<file path="src/rtl/vcls_sum.sv">
// vcls_sum: saturating sum of the four face terms in east, west, north, south order
// no package dependency; one register stage, final add left combinational
`timescale 1ns / 1ps

module vcls_sum (
  input  logic                    clk,
  input  logic [3:0][31:0]        terms,
  input  logic [3:0]              sats,
  output logic signed [31:0]      sum,
  output logic                    sat
);

  function automatic logic [32:0] sat_add(input logic [31:0] a, input logic [31:0] b);
    logic signed [33:0] s;
    begin
      s = 34'(signed'(a)) + 34'(signed'(b));
      if (s > 34'sh0_7FFF_FFFF) begin
        sat_add = {1'b1, 32'h7FFF_FFFF};
      end else if (s < -34'sh0_8000_0000) begin
        sat_add = {1'b1, 32'h8000_0000};
      end else begin
        sat_add = {1'b0, s[31:0]};
      end
    end
  endfunction

  logic [32:0] ew, ewn, fin;
  logic [31:0] acc_r, south_r;
  logic        sat_r;

  assign ew  = sat_add(terms[0], terms[1]);
  assign ewn = sat_add(ew[31:0], terms[2]);
  assign fin = sat_add(acc_r, south_r);

  always_ff @(posedge clk) begin
    acc_r   <= ewn[31:0];
    south_r <= terms[3];
    sat_r   <= (|sats) | ew[32] | ewn[32];
  end

  assign sum = signed'(fin[31:0]);
  assign sat = sat_r | fin[32];

endmodule

</file>
<file path="config.mk">
export PLATFORM = sky130hd
export DESIGN_NAME = vcls_sum
export DESIGN_NICKNAME = d
export VERILOG_FILES = /design/src/rtl/vcls_sum.sv
export SDC_FILE = /design/constraint.sdc
export NUM_CORES = 1
export LEC_CHECK = 0
export BUFFER_PORTS_ARGS = -buffer_cell sky130_fd_sc_hd__buf_2
export CORE_MARGIN = 10
export CORE_UTILIZATION = 57
export CTS_CLUSTER_DIAMETER = 40
export CTS_CLUSTER_SIZE = 25
export DETAILED_ROUTE_END_ITERATION = 8
export PLACE_DENSITY = 0.89
export RECOVER_POWER = 25
export SLEW_MARGIN = 20
export SYNTH_ARGS = -nofsm -noshare
export SYNTH_HDL_FRONTEND = slang
export SYNTH_SLANG_ARGS = --single-unit
</file>
<file path="constraint.sdc">
create_clock -name clk -period 5.2 [get_ports clk]
set_input_delay 0.26 -clock clk [delete_from_list [all_inputs] [get_ports clk]]
set_output_delay 0.26 -clock clk [all_outputs]
set_load 0.05 [all_outputs]
</file>
==> results of run 1 <==
-- cell families (layout without fill, tap and decap cells) --
| group | count (synthesis) | count (layout) | synth area share |
|---|---|---|---|
| AND/OR/NAND/NOR | 249 | 249 | 0.165 |
| adder cells (fa/ha/maj) | 112 | 112 | 0.180 |
| multiplexers | 5 | 5 | 0.00696 |
| buffers and inverters | 69 | 260 | 0.0413 |
| XOR/XNOR | 81 | 81 | 0.0943 |
| flip-flops | 65 | 65 | 0.168 |
| AO/OA/AOI/OAI | 402 | 402 | 0.344 |
-- final cells by class --
| type | instances | area [um^2] |
|---|---|---|
| Multi-Input combinational cell | 849 | 6130 |
| Clock inverter | 6 | 95.1 |
| Tap cell | 176 | 220 |
| Inverter | 27 | 101 |
| Sequential cell | 65 | 1300 |
| Timing Repair Buffer | 217 | 1230 |
| Clock buffer | 10 | 239 |
| Fill cell | 1081 | 3930 |
-- layout by cell type (no fill, tap or decap), drive strengths merged, types with 4 or more instances in the layout --
cell type	n
dfxtp	65
a21oi	133
nor2	55
o21bai	13
clkbuf	10
a2111oi	4
nand4	15
o211ai	15
and2	10
inv	30
a31o	5
nand3	23
o31ai	4
or3	15
nor4	4
ha	97
o21ai	84
a21o	41
xor2	33
and3	12
xnor2	48
o2111ai	4
nand2b	13
a211oi	15
a21boi	26
o21a	12
nor2b	7
a221oi	6
a31oi	9
nor3	14
nand2	69
maj3	12
buf	217
or2	5
o221ai	4
-- what timing repair did --
action	CTS	global route
endpoints found under the setup margin	0	27
resized for setup	0	8
setup buffers	0	2
-- power groups by stage --
stage                     clock network [mW]  logic (mW)  registers, mW
final                                  0.669        5.19          0.722
after global routing                   0.697        5.58          0.734
after floorplan                            0        4.03          0.700
after detailed placement                   0        5.08          0.724
after global placement                     0        4.97          0.725
after CTS                              0.680        5.11          0.721
-- final timing paths --
check | start | end | slack, ns | cells past startpoint
setup / recovery | terms[20] | acc_r[29]$_SDFF_PN1_ | 0.31 | 20
hold / removal | terms[127] | south_r[31]$_DFF_P_ | 0.02 | 1
-- per-stage QoR --
| stage | power [mW] | utilization | hold slack [ns] |
|---|---|---|---|
| 2_1_floorplan | 4.73 | - | 0.288 |
| 3_3_place_gp | 5.70 | 0.675 | 0.363 |
| 3_5_place_dp | 5.80 | 0.675 | 0.364 |
| 4_1_cts | 6.51 | 0.700 | 0.0114 |
| 5_1_grt | 7.01 | 0.703 | 0.0178 |
| 6_report | 6.58 | 0.703 | 0.0243 |
-- sequential cells by signal (all words and copies together), names as in the netlist --
name / count
south_r: 32
acc_r: 32
sat_r: 1
-- routing by layer --
metal | vias to the layer above | GRT usage | part of all wire
met2 | 372 | 0.408 | 0.48
met4 | 0 | 0.0615 | 0.018
met1 | 3742 | 0.286 | 0.42
met5 | - | 0 | 0
met3 | 37 | 0.0351 | 0.081
li1 | 4057 | - | -
-- cells in the mapped netlist, drive strengths merged, types with 13 or more instances --
| cell | number | share of area |
|---|---|---|
| nand2b | 13 | 0.011 |
| nand4 | 15 | 0.012 |
| clkbuf | 21 | 0.011 |
| a21oi | 133 | 0.092 |
| dfxtp | 65 | 0.17 |
| xnor2 | 48 | 0.057 |
| a21o | 41 | 0.040 |
| o211ai | 15 | 0.015 |
| or3 | 15 | 0.013 |
| inv | 27 | 0.013 |
| nor2 | 55 | 0.029 |
| buf | 21 | 0.017 |
| nand3 | 23 | 0.015 |
| a211oi | 15 | 0.015 |
| nand2 | 69 | 0.035 |
| xor2 | 33 | 0.037 |
| ha | 97 | 0.16 |
| o21bai | 13 | 0.013 |
| a21boi | 26 | 0.025 |
| o21ai | 84 | 0.055 |
| nor3 | 14 | 0.0091 |
==> flow_metrics.py, run 1 <==
metrics = {
    "worst_setup_path": {
        "path_common_cell": "a21o_1",
        "cp.arrival_ns": 5.10,
        "worstPathRequired_ns": 5.41,
        "crit_family": "compound AO/OA/AOI/OAI gates",
        "max_stage_delay_ns": 0.43,
        "crit_chain": "buf_2, ha_1, a21o_1, a21o_1, a21o_1, a221oi_1, o21ai_0, or3_1, a21o_2, buf_4, a21boi_0, ha_1, nand2_1, or3_1, o41ai_1, buf_4, o221ai_1, o21ai_0, o311ai_1, maj3_1",
        "slowest_stage": "or3_1",
        "end_kind": "register",
        "crit_type": "in2reg",
        "cp-start-kind": "input pin",
        "cp_num_buf_inv": 3,
        "path_max_fanout": 16,
    },
    "routing": {
        "wire_per_inst_um": 16.8,
        "route.detailed.drc": 0,
        "viasPerCell": 6.08,
        "finalWirelength_mm": 22.6,
        "first_iter_violations": 712,
        "antenna_left": 0,
        "num_vias": 8208,
        "drt-pass1-iter-count": 8,
    },
    "place": {
        "place_congestion": 0.964,
        "numPortBuffers": 165,
        "place_ws_ns": -0.0881,
        "dp.cells": 1332,
        "dp_hpwl_mm": 18.6,
        "placed_cell_area_um2": 8940,
    },
    "floorplan": {
        "start_util": 0.583,
        "die_h_um": 136,
        "dieArea_um2": 18600,
        "io_pins": 166,
        "rows": 42,
        "fp.dieW_um": 136,
        "core_um2": 13200,
    },
    "grt": {
        "antenna_found_initial": 0,
        "grt_usage": 0.232,
        "grt_pass1_vias": 7854,
        "grt_max_degree": 29,
        "grt_pass1_wl_mm": 36.3,
        "grt-ovfl-total": 0,
    },
    "yosys": {
        "synth.distinct_cells": 80,
        "yosysWarnings": 0,
        "ys_seq_area_frac": 0.168,
        "syn-num-nets": 1216,
        "ys.flop_type": "dfxtp_1",
        "ys_seq_elements": 65,
        "synth_edf_count": 0,
        "syn_area_per_cell_um2": 7.86,
        "async_flop_share": 0,
        "syn-cell-area_um2": 7730,
        "netlist_instances": 983,
    },
    "timing": {
        "max_freq_ghz": 0.204,
        "slew_violations": 0,
        "fin_ws_ns": 0.309,
        "setup_violations": 0,
        "fin_crit_ns": 4.89,
        "tightest_slew_ns": 0.782,
        "rsz0062_at_grt": "no",
        "relSlewSlack": 0.475,
        "finalHoldViolCount": 0,
        "period_share": 0.941,
        "tns_ns": 0,
    },
    "final_layout": {
        "area_growth_pct": 20.6,
        "stdcell_area_um2": 9310,
        "drive_gt1_frac": 0.239,
        "antenna_cells": 0,
        "instances_no_fill": 1350,
        "nets": 1402,
    },
    "clock_network": {
        "cts_buffer_depth": 2,
        "numCtsBuffers": 9,
        "cts_hold_buf": 0,
        "cts_root_buf": "clkbuf_16",
        "cts_tree": "done",
        "clkSinkCount": 65,
        "htree_levels": 3,
        "clk_pin_slew_ns": 0.06,
    },
    "flow_run": {
        "maxCapViolCount": 0,
    },
    "power_and_ir_drop": {
        "leakage_nw": 4.25,
        "power_density_nw_per_um2": 706,
        "clkPwrFrac": 0.102,
        "seqPwrFrac": 0.110,
        "internal_power_mw": 2.83,
        "p_sw_frac": 0.569,
        "irDropWorstVdd_mv": 0.470,
        "p_sw_mw": 3.75,
        "p_comb_frac": 0.789,
    },
    "outcome": {
        "status": "finished, final reports clean",
    },
    "hold_path": {
        "hold_class": "in2reg",
    },
}
Note: power is estimated with default switching activity, not from simulation.
==> run 2, diff against run 1 <==
CELL_PAD_IN_SITES_DETAIL_PLACEMENT = 0   (was not set)
CELL_PAD_IN_SITES_GLOBAL_PLACEMENT = 1   (was not set)
CORE_UTILIZATION = 41   (was 57)
PLACE_DENSITY = 0.88   (was 0.89)
==> run 2 against run 1 <==
  * Total power up 0.99%
  * Cell count up 5.3%
  * Sequential share of layout area down 0.28 points
  * Core utilization down 19 points
  * Die area up 33%
  * Largest cell class unchanged
  * Largest power group unchanged
  * Highest routed layer unchanged
==> flow_metrics.py, run 2 (same netlist as run 1, synthesis figures left out) <==
metrics = {
    "outcome": {
        "status": "finished, final reports clean",
    },
    "final_layout": {
        "instances_no_fill": 1421,
        "layout_common_cells": "165 x buf_2, 120 x a21oi_1, 97 x ha_1",
        "area_growth_pct": 23.1,
        "reg_top3": "acc_r x32, south_r x32, sat_r x1",
        "antenna_cells": 0,
        "num-fill-cells": 1890,
        "final_common_cell": "buf_2",
        "drive_gt1_frac": 0.249,
        "nets": 1415,
    },
    "timing": {
        "max_freq_ghz": 0.209,
        "fin_crit_ns": 4.79,
        "finalHoldViolCount": 0,
        "period_share": 0.922,
        "tightest_slew_ns": 0.787,
        "tns_ns": 0,
        "setup_violations": 0,
        "slew_violations": 0,
        "relSlewSlack": 0.472,
    },
    "clock_network": {
        "clk_pin_slew_ns": 0.06,
        "htree_levels": 3,
        "cts_root_buf": "clkbuf_16",
        "numCtsBuffers": 9,
        "cts_tree": "done",
        "post_cts_buffers": 0,
        "cts_buffer_depth": 2,
        "clkSinkCount": 65,
    },
    "worst_setup_path": {
        "slowest_stage": "or3_1",
        "cp-start-kind": "input pin",
        "max_stage_delay_ns": 0.42,
        "crit_chain": "buf_2, ha_1, a21oi_2, o21ai_0, a31o_2, a31oi_1, a211oi_1, or3_1, a21o_2, buf_4, a21boi_0, ha_1, nand2_1, or3_1, o41ai_2, buf_4, o221ai_1, o21ai_0, o311ai_0, maj3_1",
        "path_max_fanout": 12,
        "cp_num_buf_inv": 3,
        "end_kind": "register",
        "crit_family": "compound AO/OA/AOI/OAI gates",
        "worstPathRequired_ns": 5.40,
        "cp.arrival_ns": 5.00,
        "crit_type": "in2reg",
    },
    "power_and_ir_drop": {
        "power_density_nw_per_um2": 699,
        "irDropWorstVdd_mv": 0.328,
        "leakage_nw": 4.33,
    },
    "place": {
        "dp.cells": 1405,
        "numPortBuffers": 165,
        "place_congestion": 0.928,
        "dp_hpwl_mm": 19.7,
    },
    "hold_path": {
        "min_delay_path_depth": 1,
        "hold_path.startpoint": "terms[98]",
        "hold_class": "in2reg",
        "min_to": "south_r[2]$_DFF_P_",
    },
    "grt": {
        "grt-ovfl-total": 0,
        "grt_pass1_wl_mm": 37.1,
        "grt_usage": 0.179,
        "grt_pass1_vias": 7695,
        "grt_max_degree": 27,
        "antenna_found_initial": 0,
    },
    "routing": {
        "viasPerCell": 5.50,
        "num_vias": 7816,
        "route.detailed.drc": 0,
        "finalWirelength_mm": 23.0,
        "drt-pass1-iter-count": 4,
        "wire_per_inst_um": 16.2,
        "first_iter_violations": 266,
        "antenna_left": 0,
    },
    "floorplan": {
        "io_pins": 166,
        "die_h_um": 157,
        "start_util": 0.414,
        "fp.dieW_um": 157,
        "rows": 50,
        "dieArea_um2": 24700,
        "core_um2": 18600,
    },
    "flow_run": {
        "maxCapViolCount": 0,
    },
}
==> run 2: how the worst max path moves through the flow <==
stage | endpoint | start | slack (ns) | cells past startpoint
after floorplan | acc_r[21]$_SDFF_PN1_ | terms[0] | 0.40 | 23
after global placement | acc_r[29]$_SDFF_PN1_ | terms[1] | -0.12 | 21
after detailed placement | acc_r[29]$_SDFF_PN1_ | terms[0] | -0.15 | 24
after CTS | acc_r[29]$_SDFF_PN1_ | terms[0] | 0.18 | 24
after global routing | acc_r[3]$_SDFF_PN1_ | terms[0] | -0.004 | 26
final | acc_r[29]$_SDFF_PN1_ | terms[12] | 0.41 | 20
==> run 2: power breakdown <==
| group | internal, mW | switching, mW |
|---|---|---|
| Clock | 0.473 | 0.235 |
| Combinational | 1.78 | 3.43 |
| Sequential | 0.656 | 0.0696 |
==> run 2: timing repair <==
item	in CTS	in global routing
hold buffers	0	0
setup endpoints to repair	0	32
gates resized for setup	0	10
==> run 2: metal layers <==
metal	share of wire	vias to the layer above	global-route usage
li1	-	4084	-
met4	0.015	0	0.0476
met5	0	-	0
met1	0.47	3515	0.234
met2	0.47	191	0.301
met3	0.047	26	0.0248
==> run 2: layout make-up <==
class	instances	area, um^2	area share
inverters	27	101	0.0107
well taps	234	293	0.0308
clock inverters	7	125	0.0132
repair buffers	230	1340	0.141
multi-input cells	849	6120	0.644
clock buffers	9	225	0.0237
flip-flops and latches	65	1300	0.137
==> run 2: stage by stage <==
step | setup WS [ns] | area [um^2] | hold slack [ns] | util | power [mW]
6_report | 0.405 | 9510 | 0.0254 | 0.510 | 6.64
2_1_floorplan | 0.398 | 7730 | 0.288 | - | 4.73
5_1_grt | -0.00367 | 9510 | 0.0147 | 0.510 | 7.15
3_3_place_gp | -0.121 | 9140 | 0.362 | 0.490 | 5.91
4_1_cts | 0.182 | 9490 | 0.0150 | 0.509 | 6.66
3_5_place_dp | -0.150 | 9140 | 0.364 | 0.490 | 5.93
